<file path="src/sv/crde_ram.sv">
// Generic single-write, single-read RAM with registered read data.
module crde_ram #(
  parameter int WIDTH = 8,
  parameter int DEPTH = 16
) (
  input  logic                     clk,
  input  logic                     we,
  input  logic [$clog2(DEPTH)-1:0] waddr,
  input  logic [WIDTH-1:0]         wdata,
  input  logic [$clog2(DEPTH)-1:0] raddr,
  output logic [WIDTH-1:0]         rdata
);

  logic [WIDTH-1:0] mem [DEPTH];

  // Write port and registered read port.
  always_ff @(posedge clk) begin
    if (we) begin
      mem[waddr] <= wdata;
    end
    rdata <= mem[raddr];
  end

endmodule

</file>
<file path="config.mk">
export PLATFORM = sky130hd
export DESIGN_NAME = crde_ram
export DESIGN_NICKNAME = d
export VERILOG_FILES = /design/src/sv/crde_ram.sv
export SDC_FILE = /design/constraint.sdc
export NUM_CORES = 1
export LEC_CHECK = 0
export BUFFER_PORTS_ARGS = -buffer_cell sky130_fd_sc_hd__buf_2
export CORE_UTILIZATION = 39
export DETAILED_ROUTE_END_ITERATION = 8
export SETUP_SLACK_MARGIN = 0.1
export SYNTH_ARGS = -nofsm -noshare
export SYNTH_HDL_FRONTEND = slang
export SYNTH_SLANG_ARGS = --single-unit
</file>
<file path="constraint.sdc">
create_clock -name clk -period 2.39 [get_ports clk]
set_input_delay 0.478 -clock clk [delete_from_list [all_inputs] [get_ports clk]]
set_output_delay 0.478 -clock clk [all_outputs]
set_load 0.05 [all_outputs]
</file>
# After elaboration in Yosys (flattened, before gate mapping)
# Memories as Yosys holds them, arrays and structs flattened. A register that Yosys moved wholly into a read port is not among the register bits.
# Cells that the tools add are included.
# totals
reg_bits	0
ramBits	128
n_memories	1
wordCells	3
input_bits	18
out_inout_bits	8
# classes
muxes	2
# memory_table
name	words	word_bits	rd	rd_clocked_by_memory_dff	write_ports	line	text
mem	16	8	1	1	1	14	logic [WIDTH-1:0] mem [DEPTH];
# ops
cell	n
2-to-1 mux 1 bit	2

# Logic depth before layout (Yosys ltp)
# Gate-level depths: netlist of run 1.
# depth
word_depth	2
mapped_depth	5
depth_no_buf	3

# Least setup slack after synthesis of run 1
# No wires, ideal clock.
# synth_timing
kind	input to register
start	in waddr[2]
end	mem mem[0][0] (enable)
arrival_time_ns	1.588
path_slack_ns	0.419
stages	2
setup_time_ns	0.383
required_time_ns	2.007
n_path_buf	0
cell_sequence	or3b_2 -> nor3_1
# synth_rtl
item	line	text
start, declared	8	input logic [$clog2(DEPTH)-1:0] waddr,
end, declared	14	
# Straight into the memory's write port.

==> out/qor.txt, run 1 <==
Placer Congestion = 0.705
Tot GR Track Use = 16.6%
Final #Nets = 304
yosys warns = 0
status = finished clean
P_leak = 2.13 nW
Tightest Pin Transition = 0.709 ns
Setup Skew = 0.00411 ns
worst setup margin = 0.856 ns
Yosys reg bits = 136
final setup fails = 0
Sequential Power Share = 47.7%
# diodes = 0
non-filler instance count after layout = 471
clock power share = 46.6%
Core Util, Final = 48.9%
setup tns final = 0 ns
Placed Area = 5610 um2
clock slew seen by the registers of the worst setup and hold paths = 0.05 ns
vias per cell = 5.00
DR pass1 iterations = 5
Setup Buffers After CTS = 0
Detail Route Antenna Nets = 0
reg-to-reg endpoint = rdata[7]
width of the chip = 117 um
FF-to-FF setup slack = 1.00 ns
maxcap violations = 0
grt ovf = 0
TritonCTS Buffers = 17
worst reg-to-reg path cell count = 3
hold path endpoint = mem[11][2]
r2r startpoint = mem[3][7]
full die area = 13700 um2
share of layout cells above drive strength 1 = 32.1%
first-pass GRT wire length = 15200 um
wire per inst = 21.1 um
Starting Density = 40.5%
synth-to-layout area growth = 20.9%
share of flip-flops with an asynchronous set or reset = 0%
Worst Path Required = 2.67 ns
RSZ-0062 raised after global routing = no
crit path max fanout = 20
largest net degree at the start of global routing = 21
hold-fix buffers at CTS = 0
Worst-Skew Late Latency = 0.40 ns
Tcrit/Tclk final = 64.2%
element type at the critical path end = flip-flop
FILL cells = 1086
Clock H-tree levels = 4
hold path startpoint = wdata[2]
die height = 117 um
post-route cell area = 6220 um2
Post-Place Setup Slack = 0.409 ns
mapped cell area = 5150 um2
number of DRC markers in iteration 0 = 165
net switching power = 1.09 mW
CP Launch Type = input port
Sw Share = 19.4%
Cell variety after synth = 19
achievable clock frequency = 652 MHz
Slew Viols, Final = 0
CTS tree = done
Arr. time, crit path = 1.82 ns
Worst VDD drop = 0.000423 V
clk root buf = clkbuf_16
DR vias = 2356
Slew HR = 52.6%
antenna violations before repair = 0
DP Cell Count = 439
sequential fraction of the synthesis area = 77.8%
Gate Count Post-Synth = 229
Setup CP Type = input port to flip-flop
Max clock buf depth = 2
Min-Delay Path Class = input port to flip-flop
Core ar. = 12700 um2
Hold Crit Depth = 1
post_cts resized = 0
number of synthesized flops with an enable pin = 128
Power per Cell Area = 903 nW/um2
Avg Inst Size Synth = 22.5 um2
Power Internal = 4.53 mW
row count = 41
final WL = 9920 um
CTS sink count = 136
Ports = 26
Combinational Power Share = 5.6%
port bufs = 25
DRC violations left = 0
Final min period = 1.53 ns
Main synth FF type = edfxtp_1
final hold vios = 0
syn nets = 247
vias in the first global route = 2506
placed wire-length estimate = 6420 um
-- power by group through the flow --
stage | registers, mW | clock network, mW | logic [mW]
after CTS | 2.68 | 2.66 | 0.322
after detailed placement | 2.73 | 0 | 0.321
final | 2.68 | 2.62 | 0.316
after floorplan | 2.78 | 0 | 0.135
after global placement | 2.73 | 0 | 0.318
after global routing | 2.69 | 2.76 | 0.340
-- placed cells by master, fill, tap and decap left out, drive strengths merged --
cell and count:
clkbuf 24, nand2b 2, nand2 9, and2 1, nand3b 2, nor3 4, nor2 13, clkinv 4
clkinvlp 1, edfxtp 128, a22oi 16, or3b 1, buf 48, nand3 1, nor2b 1, and2b 1
bufinv 3, mux4 32, dfxtp 8
-- cell usage after synthesis, drive strengths merged (2+ instances only) --
library cell | number | area share [%]
nor3 | 4 | 0.39
buf | 7 | 1.1
mux4 | 32 | 15
a22oi | 16 | 2.3
nand3b | 2 | 0.29
clkdlybuf4s25 | 3 | 0.58
dfxtp | 8 | 3.1
edfxtp | 128 | 75
nand2b | 2 | 0.24
nand2 | 9 | 0.66
nor2 | 13 | 0.95
-- layout make-up --
cell class / instances / area [um2] / area share (%)
clock inverter: 8 / 118 / 1.89
multi-input combinational: 83 / 1060 / 17.0
clock buffer: 24 / 492 / 7.90
timing repair buffer: 48 / 335 / 5.39
tap: 172 / 215 / 3.46
sequential: 136 / 4000 / 64.4
-- per-stage QoR --
| step | power (mW) | hold slack (ns) |
|---|---|---|
| after floorplan | 2.92 | 0.577 |
| after global placement | 3.05 | 0.667 |
| after detailed placement | 3.05 | 0.668 |
| after CTS | 5.66 | 0.472 |
| after global routing | 5.78 | 0.477 |
| final | 5.62 | 0.477 |
-- worst max path at each step --
stage | from | to
CTS | raddr[1] | rdata[4]
global placement | raddr[1] | rdata[4]
finish | raddr[1] | rdata[4]
global route | raddr[1] | rdata[4]
detailed placement | raddr[1] | rdata[4]
floorplan | waddr[2] | mem[0][0]
-- sequential cells by signal, summed over array words and instances, names as in the netlist --
name,cells
rdata,8
mem,128
-- logic make-up (layout without fill, tap and decap cells) --
logic type / count (synthesis) / after routing / synth area share [%]
flops: 136 / 136 / 77.8
compound gates: 16 / 16 / 2.33
buf+inv: 10 / 80 / 1.68
mux: 32 / 32 / 15.0
simple gates: 35 / 35 / 3.18
-- metal layers --
metal  up-vias  track usage [%]  routed length (um)
met4         0             6.58                 127
met1      1211             22.3                4530
met5         -                0                   0
met2        49             26.7                4910
met3         7             3.55                 349
li1       1089                -                   -
-- worst max-delay path: stages --
cell and delay, ns:
buf_2 0.45, buf_4 0.23, mux4_2 0.31, a22oi_1 0.26, nand2_1 0.08
Power figures use the tool's default switching activity.
==> run 2: changes to the inputs <==
==> constraint.sdc (replaced) <==
create_clock -name clk -period 1.57 [get_ports clk]
set_input_delay 0.314 -clock clk [delete_from_list [all_inputs] [get_ports clk]]
set_output_delay 0.314 -clock clk [all_outputs]
set_load 0.05 [all_outputs]
==> run 2 against run 1 <==
Final cell count rose by 0.85%; global-route usage fell by 0.73 points; first-iteration DRC count rose by 56%; largest cell class unchanged.
==> out/qor.txt, run 2 (same netlist as run 1, synthesis figures left out) <==
crit path max fanout = 1 (-95%)
setup tns final = 0 ns (unchanged)
synth-to-layout area growth = 22.8%
width of the chip = 117 um (unchanged)
Power Internal = 7.18 mW (+59%)
DR vias = 2403 (+2.0%)
element type at the critical path end = flip-flop
Clock H-tree levels = 4 (unchanged)
full die area = 13700 um2 (unchanged)
clk root buf = clkbuf_16
Detail Route Antenna Nets = 0 (unchanged)
Worst-Skew Late Latency = 0.41 ns (about the same)
achievable clock frequency = 714 MHz
biggest regs = mem: 128 flops, rdata: 8 flops
Slew HR = 49.7% (-2.9 points)
number of DRC markers in iteration 0 = 257 (+56%)
CTS sink count = 136 (unchanged)
placed wire-length estimate = 6460 um (+0.67%)
Setup CP Type = flip-flop to flip-flop
# diodes = 0 (unchanged)
Final #Nets = 308 (+1.3%)
Biggest register = mem
final WL = 9600 um (-3.2%)
Arr. time, crit path = 1.69 ns (-0.13 ns)
TritonCTS Buffers = 17 (unchanged)
Worst Path Required = 1.86 ns (-0.81 ns)
vias in the first global route = 2482 (-0.96%)
Core ar. = 12700 um2 (unchanged)
CP Launch Type = flip-flop
Slew Viols, Final = 0 (unchanged)
Sw Share = 18.9% (-0.49 points)
RSZ-0062 raised after global routing = no
vias per cell = 5.06 (+1.1%)
most frequent cells in the layout = edfxtp_1, buf_2, buf_4, mux4_2, clkbuf_16
Tcrit/Tclk final = 89.3%
DRC violations left = 0 (unchanged)
Min-Delay Path Class = input port to flip-flop
Setup Buffers After CTS = 0 (unchanged)
non-filler instance count after layout = 475 (+0.85%)
maxcap violations = 0 (unchanged)
first-pass GRT wire length = 14700 um (-3.4%)
Ports = 26 (unchanged)
antenna violations before repair = 0 (unchanged)
clock power share = 48.5% (+1.9 points)
clock slew seen by the registers of the worst setup and hold paths = 0.06 ns (about the same)
DR pass1 iterations = 4 (-1)
net switching power = 1.68 mW (+54%)
DP Cell Count = 443 (+0.91%)
Combinational Power Share = 5.4% (-0.2 points)
Tightest Pin Transition = 0.753 ns (+0.0441 ns)
Placer Congestion = 0.722 (+2.4%)
post_cts resized = 0 (unchanged)
share of layout cells above drive strength 1 = 33.7% (+1.6 points)
port bufs = 25 (unchanged)
wire per inst = 20.2 um (-4.0%)
Worst VDD drop = 0.000898 V (+110%)
Largest register FFs = 128 (unchanged)
final hold vios = 0 (unchanged)
die height = 117 um (unchanged)
CTS tree = done
Tot GR Track Use = 15.9% (-0.73 points)
Power per Cell Area = 1400 nW/um2 (+55%)
Sequential Power Share = 46.1% (-1.6 points)
row count = 41 (unchanged)
Setup Skew = 0.00495 ns (+0.000841 ns)
leading cell type in the layout, fill and taps excluded = edfxtp_1
status = finished clean
Starting Density = 40.5% (unchanged)
Final min period = 1.40 ns
Max clock buf depth = 2 (unchanged)
P_leak = 2.17 nW (+2.0%)
hold-fix buffers at CTS = 0 (unchanged)
grt ovf = 0 (unchanged)
final setup fails = 0 (unchanged)
largest net degree at the start of global routing = 17 (-19%)
run 2: cell count changes in the layout (fill, tap and decap cells not counted), sizes merged:
cell,before,now
clkinv,4,2
bufinv,3,5
buf,48,52
run 2: cell type report:
cell class / instances / area (um2)
clock inverters: 8 / 168
clock buffers: 24 / 482
fillers: 1064 / 6400
well taps: 172 / 215
flip-flops and latches: 136 / 4000
multi-input cells: 83 / 1070
repair buffers: 52 / 378
run 2: routing by layer:
| metal | vias to the layer above | track usage, % | routed length (um) |
|---|---|---|---|
| li1 | 1100 | - | - |
| met1 | 1251 | 19.5 | 4260 |
| met2 | 39 | 26.8 | 4950 |
| met3 | 13 | 4.22 | 237 |
| met4 | 0 | 6.58 | 150 |
| met5 | - | 0 | 0 |
run 2: final timing paths:
check / start / end / slack, ns / cells past startpoint
setup reg to reg: mem[6][3] / rdata[3] / 0.17 / 3
hold reg to reg: mem[15][0] / rdata[0] / 0.66 / 3
setup / recovery: mem[6][3] / rdata[3] / 0.17 / 3
hold / removal: wdata[4] / mem[4][4] / 0.29 / 1
run 2: stage by stage:
step	setup WS (ns)	hold WS [ns]	area (um2)	utilization (%)	total power, mW
after floorplan	-0.0101	0.413	5160	-	4.44
after global placement	-0.203	0.647	5670	44.6	4.63
after detailed placement	-0.236	0.655	5670	44.6	4.64
after CTS	0.173	0.277	6320	49.7	8.93
after global routing	0.124	0.295	6320	49.7	9.12
final	0.169	0.292	6320	49.7	8.86
run 2: critical path, stage by stage (launching register included):
cell and delay (ns):
edfxtp_1 0.36, mux4_1 0.54, a22oi_1 0.28, nand2_1 0.10
run 2: power by group through the flow:
stage,clock (mW),sequential [mW],combinational (mW)
after global routing,4.52,4.09,0.512
after CTS,4.36,4.09,0.484
after floorplan,0,4.24,0.207
after detailed placement,0,4.16,0.482
after global placement,0,4.16,0.476
final,4.30,4.08,0.475
